===== src/rtl/core/mdio_management_frame_master_top_defines.svh =====
// Assertion macros for the MDIO management master RTL.
// Included by mdiom_frame_engine, which carries the concurrent assertions; needs clk and arst_n in scope.
`ifndef MDIO_MANAGEMENT_FRAME_MASTER_TOP_DEFINES_SVH
`define MDIO_MANAGEMENT_FRAME_MASTER_TOP_DEFINES_SVH

// Same-cycle implication, disabled while reset is asserted.
`define MDIOM_ASSERT_IMP(label, ante, cons, msg) \
	label: assert property (@(posedge clk) disable iff (!arst_n) (ante) |-> (cons)) \
		else $error(msg);

// Next-cycle implication, disabled while reset is asserted.
`define MDIOM_ASSERT_NXT(label, ante, cons, msg) \
	label: assert property (@(posedge clk) disable iff (!arst_n) (ante) |=> (cons)) \
		else $error(msg);

`endif


===== src/rtl/core/mdiom_pkg.sv =====
// Package for the MDIO management master: function codes, frame field codes,
// the per-period result type and the frame word builder. No dependencies.
package mdiom_pkg;

	localparam int unsigned POS_W     = 7;
	localparam int unsigned DATA_W    = 16;
	localparam int unsigned FRAME_W   = 32;
	localparam int unsigned ADDR_W    = 5;
	localparam int unsigned HDR_BITS  = 14;
	localparam int unsigned TA_BITS   = 2;

	localparam logic [1:0] FUNC_TICK  = 2'd0;
	localparam logic [1:0] FUNC_READ  = 2'd1;
	localparam logic [1:0] FUNC_WRITE = 2'd2;

	localparam logic [1:0] START_CODE = 2'b01;
	localparam logic [1:0] OP_READ    = 2'b10;
	localparam logic [1:0] OP_WRITE   = 2'b01;
	localparam logic [1:0] TA_WRITE   = 2'b10;

	typedef struct packed {
		logic              mdc_pulse;
		logic              mdio_out;
		logic              mdio_enable;
		logic              busy;
		logic              done;
		logic [DATA_W-1:0] read_value;
	} res_t;

	function automatic logic [FRAME_W-1:0] load_frame(
		input logic              is_write,
		input logic [ADDR_W-1:0] phy,
		input logic [ADDR_W-1:0] regad,
		input logic [DATA_W-1:0] data
	);
		logic [FRAME_W-1:0] word;
		word = {START_CODE, (is_write ? OP_WRITE : OP_READ), phy, regad, {(TA_BITS + DATA_W){1'b0}}};
		if (is_write) begin
			word[TA_BITS+DATA_W-1:0] = {TA_WRITE, data};
		end
		return word;
	endfunction

endpackage


===== src/rtl/core/mdiom_frame_engine.sv =====
// Frame sequencer of the MDIO management master: holds the frame state and
// works out the result of each bit period. Depends on mdiom_pkg and the defines header.
`include "mdio_management_frame_master_top_defines.svh"

module mdiom_frame_engine
	import mdiom_pkg::*;
#(
	parameter int unsigned PREAMBLE_BITS = 32
) (
	input  logic              clk,
	input  logic              arst_n,
	input  logic              step,
	input  logic [1:0]        func,
	input  logic [ADDR_W-1:0] phy_address,
	input  logic [ADDR_W-1:0] register_address,
	input  logic [DATA_W-1:0] write_data,
	input  logic              mdio_in,
	output res_t              res
);

	localparam logic [POS_W-1:0] PRE      = POS_W'(PREAMBLE_BITS);
	localparam logic [POS_W-1:0] HDR_END  = POS_W'(PREAMBLE_BITS + HDR_BITS);
	localparam logic [POS_W-1:0] WR_END   = POS_W'(PREAMBLE_BITS + FRAME_W);
	localparam logic [POS_W-1:0] RD_END   = POS_W'(PREAMBLE_BITS + FRAME_W - 1);

	logic [POS_W-1:0]   pos_q;
	logic               active_q;
	logic               write_q;
	logic [FRAME_W-1:0] tx_q;
	logic [DATA_W-1:0]  rx_q;

	logic               start;
	logic               act;
	logic               wr;
	logic [POS_W-1:0]   pos;
	logic [FRAME_W-1:0] tx;
	logic [DATA_W-1:0]  rx;
	logic               shift;
	logic               sample;

	always_comb begin
		start = !active_q && (func == FUNC_READ || func == FUNC_WRITE);
		act   = active_q || start;
		wr    = start ? (func == FUNC_WRITE) : write_q;
		pos   = start ? '0 : pos_q;
		tx    = start ? load_frame(func == FUNC_WRITE, phy_address, register_address, write_data)
		              : tx_q;
		rx    = start ? '0 : rx_q;

		shift  = 1'b0;
		sample = 1'b0;
		res.mdc_pulse   = 1'b0;
		res.mdio_out    = 1'b1;
		res.mdio_enable = 1'b1;
		res.busy        = 1'b0;
		res.done        = 1'b0;
		res.read_value  = '0;

		if (act) begin
			res.mdc_pulse = 1'b1;
			res.busy      = 1'b1;
			priority if (pos < PRE) begin
				res.mdio_out = 1'b1;
			end else if (pos < HDR_END || (wr && pos < WR_END)) begin
				res.mdio_out = tx[FRAME_W-1];
				shift        = 1'b1;
			end else if (!wr && pos == HDR_END) begin
				res.mdio_out    = 1'b0;
				res.mdio_enable = 1'b0;
			end else if (!wr && pos < RD_END) begin
				res.mdio_out    = 1'b0;
				res.mdio_enable = 1'b0;
				sample          = 1'b1;
			end else begin
				res.done       = 1'b1;
				res.read_value = wr ? '0 : rx;
			end
		end
	end

	always_ff @(posedge clk or negedge arst_n) begin
		if (!arst_n) begin
			pos_q    <= '0;
			active_q <= 1'b0;
			write_q  <= 1'b0;
			tx_q     <= '0;
			rx_q     <= '0;
		end else if (step && act) begin
			pos_q    <= pos + POS_W'(1);
			active_q <= !res.done;
			write_q  <= wr;
			tx_q     <= shift ? {tx[FRAME_W-2:0], 1'b0} : tx;
			rx_q     <= sample ? {rx[DATA_W-2:0], mdio_in} : rx;
		end
	end

	`MDIOM_ASSERT_NXT(a_done_ends_frame, step && res.done, !active_q,
		"Frame still active after its final idle period.")
	`MDIOM_ASSERT_NXT(a_read_start, step && start && func == FUNC_READ,
		active_q && !write_q && pos_q == POS_W'(1),
		"Read command did not open a read frame.")
	`MDIOM_ASSERT_IMP(a_pos_bound, active_q, pos_q <= WR_END,
		"Bit position ran past the end of the frame.")
	`MDIOM_ASSERT_IMP(a_released_low, !res.mdio_enable, !res.mdio_out && res.busy,
		"Released line outside a read turnaround or data period.")

endmodule


===== src/rtl/core/mdiom_out_reg.sv =====
// Result register of the MDIO management master: holds one period's result
// until the downstream side takes it. Depends on mdiom_pkg.
module mdiom_out_reg
	import mdiom_pkg::*;
(
	input  logic clk,
	input  logic arst_n,
	input  logic load,
	input  res_t res_in,
	input  logic out_ready,
	output logic out_valid,
	output logic can_load,
	output res_t res_out
);

	logic valid_q;
	res_t res_q;

	assign can_load  = !valid_q || out_ready;
	assign out_valid = valid_q;
	assign res_out   = res_q;

	always_ff @(posedge clk or negedge arst_n) begin
		if (!arst_n) begin
			valid_q <= 1'b0;
		end else if (can_load) begin
			valid_q <= load;
		end
	end

	always_ff @(posedge clk) begin
		if (load && can_load) begin
			res_q <= res_in;
		end
	end

endmodule


===== src/rtl/core/mdio_management_frame_master_top.sv =====
// Clause 22 MDIO management master. Every transfer on the input channel is one
// MDC bit period and yields exactly one result, offered from the result register
// in the cycle after the input transfer and held there until it is taken; a new
// period is taken in every cycle while the result register is empty or being emptied. A read
// or write command starts a frame of
// PREAMBLE_BITS ones, start, opcode, PHY and register addresses, turnaround and
// 16 data bits, closed by an idle period that raises done_res; commands that
// arrive during a frame are ignored. The sequencer updates its frame state on each
// input transfer during a frame.
// Depends on mdiom_pkg, mdiom_frame_engine and mdiom_out_reg.
module mdio_management_frame_master_top
	import mdiom_pkg::*;
#(
	parameter int unsigned PREAMBLE_BITS = 32
) (
	input  logic              clk,
	input  logic              arst_n,
	input  logic              in_valid,
	output logic              in_ready,
	input  logic [1:0]        func,
	input  logic [ADDR_W-1:0] phy_address,
	input  logic [ADDR_W-1:0] register_address,
	input  logic [DATA_W-1:0] write_data,
	input  logic              mdio_in,
	output logic              out_valid,
	input  logic              out_ready,
	output logic              mdc_pulse,
	output logic              mdio_out,
	output logic              mdio_enable,
	output logic              busy_res,
	output logic              done_res,
	output logic [DATA_W-1:0] read_value
);

	logic step;
	res_t res_next;
	res_t res_cur;

	assign step = in_valid && in_ready;

	mdiom_frame_engine #(
		.PREAMBLE_BITS(PREAMBLE_BITS)
	) u_engine (
		.clk              (clk),
		.arst_n           (arst_n),
		.step             (step),
		.func             (func),
		.phy_address      (phy_address),
		.register_address (register_address),
		.write_data       (write_data),
		.mdio_in          (mdio_in),
		.res              (res_next)
	);

	mdiom_out_reg u_out (
		.clk       (clk),
		.arst_n    (arst_n),
		.load      (in_valid),
		.res_in    (res_next),
		.out_ready (out_ready),
		.out_valid (out_valid),
		.can_load  (in_ready),
		.res_out   (res_cur)
	);

	assign mdc_pulse   = res_cur.mdc_pulse;
	assign mdio_out    = res_cur.mdio_out;
	assign mdio_enable = res_cur.mdio_enable;
	assign busy_res    = res_cur.busy;
	assign done_res    = res_cur.done;
	assign read_value  = res_cur.read_value;

endmodule

===== config.mk =====
export PLATFORM = sky130hd
export DESIGN_NAME = mdio_management_frame_master_top
export DESIGN_NICKNAME = d
export VERILOG_FILES = /design/src/rtl/core/mdiom_pkg.sv /design/src/rtl/core/mdiom_frame_engine.sv /design/src/rtl/core/mdiom_out_reg.sv /design/src/rtl/core/mdio_management_frame_master_top.sv
export VERILOG_INCLUDE_DIRS = /design/src /design/src/rtl/core
export SDC_FILE = /design/constraint.sdc
export NUM_CORES = 1
export LEC_CHECK = 0
export BUFFER_PORTS_ARGS = -buffer_cell sky130_fd_sc_hd__buf_2
export CAP_MARGIN = 5
export CELL_PAD_IN_SITES_DETAIL_PLACEMENT = 0
export CELL_PAD_IN_SITES_GLOBAL_PLACEMENT = 1
export CORE_MARGIN = 2
export CORE_UTILIZATION = 46
export CTS_BUF_LIST = sky130_fd_sc_hd__clkbuf_4 sky130_fd_sc_hd__clkbuf_8
export CTS_CLUSTER_DIAMETER = 50
export DETAILED_ROUTE_END_ITERATION = 12
export GPL_ROUTABILITY_DRIVEN = 0
export PLACE_DENSITY_LB_ADDON = 0.15
export SLEW_MARGIN = 5
export SYNTH_ARGS = -nofsm -noshare
export SYNTH_HDL_FRONTEND = slang
export SYNTH_SLANG_ARGS = --single-unit

===== constraint.sdc =====
create_clock -name clk -period 2.6 [get_ports clk]
set_clock_uncertainty 0.15 [all_clocks]
set_input_delay 0.13 -clock clk [delete_from_list [all_inputs] [get_ports clk]]
set_output_delay 0.13 -clock clk [all_outputs]
set_load 0.01 [all_outputs]

; Word-level counts from Yosys, hierarchy flattened
; Index checks and enable logic that the tools add are counted.
[classes]
n_addsub = 1
n_lt_le_gt_ge = 4
n_eq_ne = 3
muxes = 28
bitwise_logic = 1
n_reduce_logical = 17
[ops]
columns = op, count
row1 = 2-to-1 mux 17 bit, 4
row2 = 2-to-1 mux 32 bit, 2
row3 = 2-to-1 mux 16 bit, 3
row4 = "< comparator 7 x 6 -> 1 bit, second input constant", 3
row5 = 2-to-1 mux 21 bit, 1
row6 = 2-to-1 mux 18 bit, 1
row7 = 2-to-1 mux 1 bit, 13
row8 = "adder 7 x 1 -> 7 bit, second input constant", 1
row9 = "equality test 7 x 6 -> 1 bit, second input constant", 1
row10 = "< comparator 7 bit, second input constant", 1
row11 = 2-to-1 mux 7 bit, 1
row12 = logical AND 1 bit, 6
row13 = 2-to-1 mux 2 bit, 3
row14 = OR reduction 6 bit, 1
row15 = logical NOT 1 bit, 4
row16 = logical OR 1 bit, 4
row17 = OR reduction 3 bit, 1
row18 = "equality test 2 x 1 -> 1 bit, second input constant", 1
row19 = "equality test 2 bit, second input constant", 1
row20 = OR reduction 2 bit, 1
row21 = NOT 1 bit, 1
[totals]
register_bits = 79
inputBits = 33
output_inout_bits = 23
wordCells = 66

; Longest topological paths before layout
[logic_depth]
ltp_word = 12
mapped_depth = 13
depth_no_buf = 9

; By module
; Synthesis repeated with hierarchy kept, for this count alone.
[unflattened]
hier_cells = 398
area_unflattened_um2 = 4264.1
[by_module_without_submodules]
columns = mod, instances, cells_per_inst, area_each_um2
row1 = mdiom_frame_engine, 1, 372, 3573.4
row2 = mdiom_out_reg, 1, 25, 684.4
row3 = mdio_management_frame_master_top, 1, 1, 6.3

; Worst setup path before layout
; OpenSTA, ideal clock, no wires.
[synth_path]
path_type = input -> register
start = in func[0]
end = reg u_engine.pos_q[6]
t_arrival_ns = 2.180
required_ns = 2.328
slack_ns = 0.148
path_stages = 13
path_buffers = 4
path_cell_list = inv_1 ha_1 buf_4 or2_0 buf_2 buf_2 buf_2 and2_1 ha_1 and3_1 nand2_1 o21bai_1 a32o_1
[synth_between]
elab_chain_cells = 5
word_cells_on_any_way = 8
[synth_lines]
columns = item, line_no
row1 = start: declaration, mdio_management_frame_master_top.sv:20  ; input logic [1:0] func,
row2 = equality test 2 x 1 -> 1 bit / equality test 2 bit (equally long branches), mdiom_frame_engine.sv:42  ; start = !active_q && (func == FUNC_READ || func == FUNC_WRITE);
row3 = logical OR 1 bit *, mdiom_frame_engine.sv:42
row4 = logical AND 1 bit *, mdiom_frame_engine.sv:42
row5 = 2-to-1 mux 7 bit / logical OR 1 bit (equally long branches), "mdiom_frame_engine.sv:45, mdiom_frame_engine.sv:43"
row6 = adder 7 x 1 -> 7 bit / logical AND 1 bit (equally long branches), "mdiom_frame_engine.sv:89, mdiom_frame_engine.sv:88"
row7 = end signal: assignment, mdiom_frame_engine.sv:89  ; pos_q <= pos + POS_W'(1);
row8 = end: declaration, mdiom_frame_engine.sv:26  ; logic [POS_W-1:0] pos_q;
; Every way passes the cells marked *; elsewhere a longest branch is shown, timed or not.
; A chain may end at the register's enable or synchronous reset.

; Final worst setup path
[layout_path]
start = reg u_engine.active_q
end = reg u_out.res_q (netlist bit u_out.res_out[14]) (data pin)
[layout_between]
elab_chain_cells = 7
word_cells_on_any_way = 18
[layout_lines]
columns = item, line_no
row1 = start: declaration, mdiom_frame_engine.sv:27  ; logic active_q;
row2 = start signal: assignment, mdiom_frame_engine.sv:90  ; active_q <= !res.done;
row3 = logical NOT 1 bit, mdiom_frame_engine.sv:42
row4 = logical AND 1 bit, mdiom_frame_engine.sv:42
row5 = 2-to-1 mux 7 bit, mdiom_frame_engine.sv:45  ; pos = start ? '0 : pos_q;
row6 = < comparator 7 bit, mdiom_frame_engine.sv:64  ; end else if (pos < HDR_END || (wr && pos < WR_END)) begin
row7 = logical AND 1 bit, mdiom_frame_engine.sv:64
row8 = logical OR 1 bit, mdiom_frame_engine.sv:64
row9 = OR reduction 6 bit (no source line), --
row10 = end signal: assignment, mdiom_out_reg.sv:33  ; res_q <= res_in;
row11 = end: declaration, mdiom_out_reg.sv:17  ; res_t res_q;
; Several ways; a longest one is shown, not always the timed one.

==> flow_metrics.tcl <==
set metrics [dict create \
    critPathCaptureType "flop" \
    n_fill_cell 765 \
    vias 2907 \
    crit_path_max_fanout 16 \
    setup_tns_ps 0 \
    synthAdderAreaFrac_pct 0.6592 \
    drc 0 \
    fin_ws_ps 316.9 \
    cp_cell_sequence "or2_1, a31oi_1, o21ai_2, and4_1, and2_1" \
    grt.total_usage_pct 19.90 \
    ys_seq_area_share_pct 54.05 \
    synth_fp_nets 391 \
    core_sq_mm 0.008093 \
    status "completed" \
    numCtsBuffers 9 \
    via_per_inst 5.612 \
    ant_nets 0 \
    fin_nets 443 \
    max_cap_violations 0 \
    async_flop_share_pct 74.36 \
    fin_crit_ps 2283 \
    wirelength_um 8054 \
    crit_type "reg2reg" \
    ir_worst_vdd_mv 0.3238 \
    htreeDepth 3 \
    ys.flop_type "dfrtp_1" \
    slew_headroom_pct 51.09 \
    synth_cell_types 50 \
    cts_tree "yes" \
    rsz0062_at_grt "false" \
    postCtsSetupBuffers 0 \
    place_area_sq_mm 0.004133 \
    hold_viol_final 0 \
    start_util_pct 46.91 \
    tightest_slew_ps 733.7 \
    cts_root_buf "clkbuf_8" \
    rows 33 \
    drt_iter0_drc 159 \
    ios 56 \
    cp.buffers_inverters 0 \
    drive_gt1_share_pct 23.49 \
    drt-wirelength-per-cell_um 15.55 \
    synth_seq_cells 78 \
    required_ps 2670 \
    cp_slowest_stage_delay_ps 610 \
    synth_edf_count 20 \
    synth-xor-area-share_pct 0 \
    p_leak_nw 1.988 \
    hold_class "in2reg" \
    antenna_found_initial 0 \
    fin_worst_hold_slack_ps 57.52 \
    fin_area_sq_mm 0.004370 \
    power_density_mw_per_mm2 941.2 \
    syn_area_sq_mm 0.003796 \
    clk_latency_ps 350 \
    grt_pass1_wl_um 13900 \
    synthMuxAreaShare_pct 1.846 \
    path_delay_family "simple AND/OR/NAND/NOR gates" \
    die_h_um 94.85 \
    dr.pass1.iters 4 \
    area_delta_synth_final_pct 15.13 \
    clkTransAtPathRegs_ps 90 \
    dpl.hpwl_um 5382 \
    n_antenna_cell 0 \
    multi_input_area_sq_mm 0.001543 \
    critPathSlowestCell "dfrtp_1" \
    arrival_ps 2360 \
    grt_max_degree 66 \
    drv_slew 0 \
    synth_compound_area_share_pct 20.63 \
    clock-sinks 78 \
    critPathLaunchType "flop" \
    syn-instance-count 356 \
    port_buffers 55 \
    fmax_mhz 438.0 \
    synth_top_family_by_area "compound AO/OA/AOI/OAI gates" \
    grt_pass1_vias 2750 \
    synth_warnings 0 \
    place_ws_ps 106.0 \
    clockBufferDepth 2 \
    regArea_sq_mm 0.002052 \
    avgSynthCellArea_sq_um 10.66 \
    die_w_um 94.85 \
    dieArea_sq_mm 0.008996 \
    setup_violations 0 \
    fin_crit_sh_pct 87.81 \
    grt_overflow 0 \
    synthSimpleGateAreaFrac_pct 17.40 \
]
layout by cell type (no fill, tap or decap), drive strengths merged, types with 3 or more instances in the layout:
master       instances
buf                 68
nand2               39
a41oi                3
nand2b               3
and2                21
a221o               23
and3                15
nand3                8
edfxtp              20
inv                 10
clkinvlp             3
clkbuf               9
dfrtp               58
nor3                21
mux2i                7
o21ai               14
a32o                 3
a21oi               22
nor2                17
dlygate4sd3          5
a22o                16
synth_stat cells (2+ instances only):
master | count | area [sq um]
a21oi_1 | 22 | 110.1
a221o_1 | 23 | 230.2
a221oi_1 | 2 | 17.52
a22o_1 | 11 | 96.34
a22o_2 | 5 | 50.05
a2bb2oi_1 | 2 | 17.52
a32o_1 | 3 | 30.03
a41oi_1 | 2 | 17.52
and2_1 | 21 | 131.4
and3_1 | 15 | 93.84
buf_2 | 12 | 60.06
buf_4 | 2 | 15.01
buf_6 | 3 | 33.78
clkbuf_1 | 12 | 45.04
dfrtp_1 | 58 | 1451
edfxtp_1 | 20 | 600.6
ha_1 | 2 | 25.02
inv_1 | 6 | 22.52
mux2i_1 | 7 | 70.07
nand2_1 | 39 | 146.4
nand2b_1 | 3 | 18.77
nand3_1 | 8 | 40.04
nand4_1 | 2 | 12.51
nor2_1 | 17 | 63.81
nor3_1 | 21 | 105.1
o211ai_1 | 2 | 15.01
o21ai_0 | 11 | 55.05
o21ai_2 | 2 | 17.52
o2bb2ai_1 | 2 | 17.52
final timing paths:
path	from	endpoint	slack (ps)	cells past startpoint
max	u_engine.active_q$_DFFE_PN0P_	u_out.res_out[14]$_SDFFCE_PP0P_	320	5
min	write_data[14]	u_engine.tx_q[15]$_DFFE_PN0P_	60	5
max reg2reg	u_engine.active_q$_DFFE_PN0P_	u_out.res_out[14]$_SDFFCE_PP0P_	320	5
min reg2reg	u_engine.tx_q[0]$_DFFE_PN0P_	u_engine.tx_q[0]$_DFFE_PN0P_	340	2
max in group asynchronous	arst_n	u_engine.tx_q[15]$_DFFE_PN0P_	1510	3
min in group asynchronous	arst_n	u_engine.tx_q[7]$_DFFE_PN0P_	280	3
timing repair:
action | 4_1_cts | 5_1_grt
resized for setup | 0 | 1
endpoints found under the setup margin | 0 | 1
endpoints found under the hold margin | 61 | 0
hold buffers | 5 | 0
per-layer routing:
metal  track usage, %  wire, um  share of wire, %
met2            30.20      3698                46
met4            7.609       127               1.6
met3            3.113       306               3.8
met1            28.76      3923                49
met5                0         0                 0
area by class of cell:
type                    count  area share (%)
repair buffers             73           9.963
inverters                   6          0.5153
well taps                 105           3.006
clock buffers               9           2.834
flip-flops and latches     78           46.95
multi-input cells         240           35.30
clock inverters             7           1.431
registers in the layout (all words and copies together) (netlist names):
signal,cells
u_out.res_out,20
u_engine.rx_q,16
u_out.out_valid,1
u_engine.write_q,1
u_engine.tx_q,32
u_engine.active_q,1
u_engine.pos_q,7
where the power goes:
group          total [W]  internal, W  switching [W]
clock           0.000870     0.000366       0.000504
combinational    0.00136     0.000592       0.000770
sequential       0.00188      0.00160       0.000284
cells by family after synthesis:
logic type | after synthesis
multiplexers | 7
buffers and inverters | 38
AO/OA/AOI/OAI | 100
adder cells (fa/ha/maj) | 2
AND/OR/NAND/NOR | 131
flip-flops | 78
worst reg2reg max path, delay by kind of cell, from the launching register on:
kind | cells | cell delay [ps]
DFF | 1 | 610
AOI/OAI and AO/OA | 2 | 390
and+or+nand+nor | 3 | 1010
per-stage QoR:
| step | util, % | total power [W] | instances |
|---|---|---|---|
| after global routing | 54.00 | 0.004415 | 518 |
| final | 54.00 | 0.004114 | 518 |
| after CTS | 53.99 | 0.004137 | 518 |
| after floorplan | - | 0.002902 | 356 |
| after global placement | 51.07 | 0.003224 | 497 |
| after detailed placement | 51.07 | 0.003258 | 497 |
No activity file was read; power rests on OpenSTA's default activity.
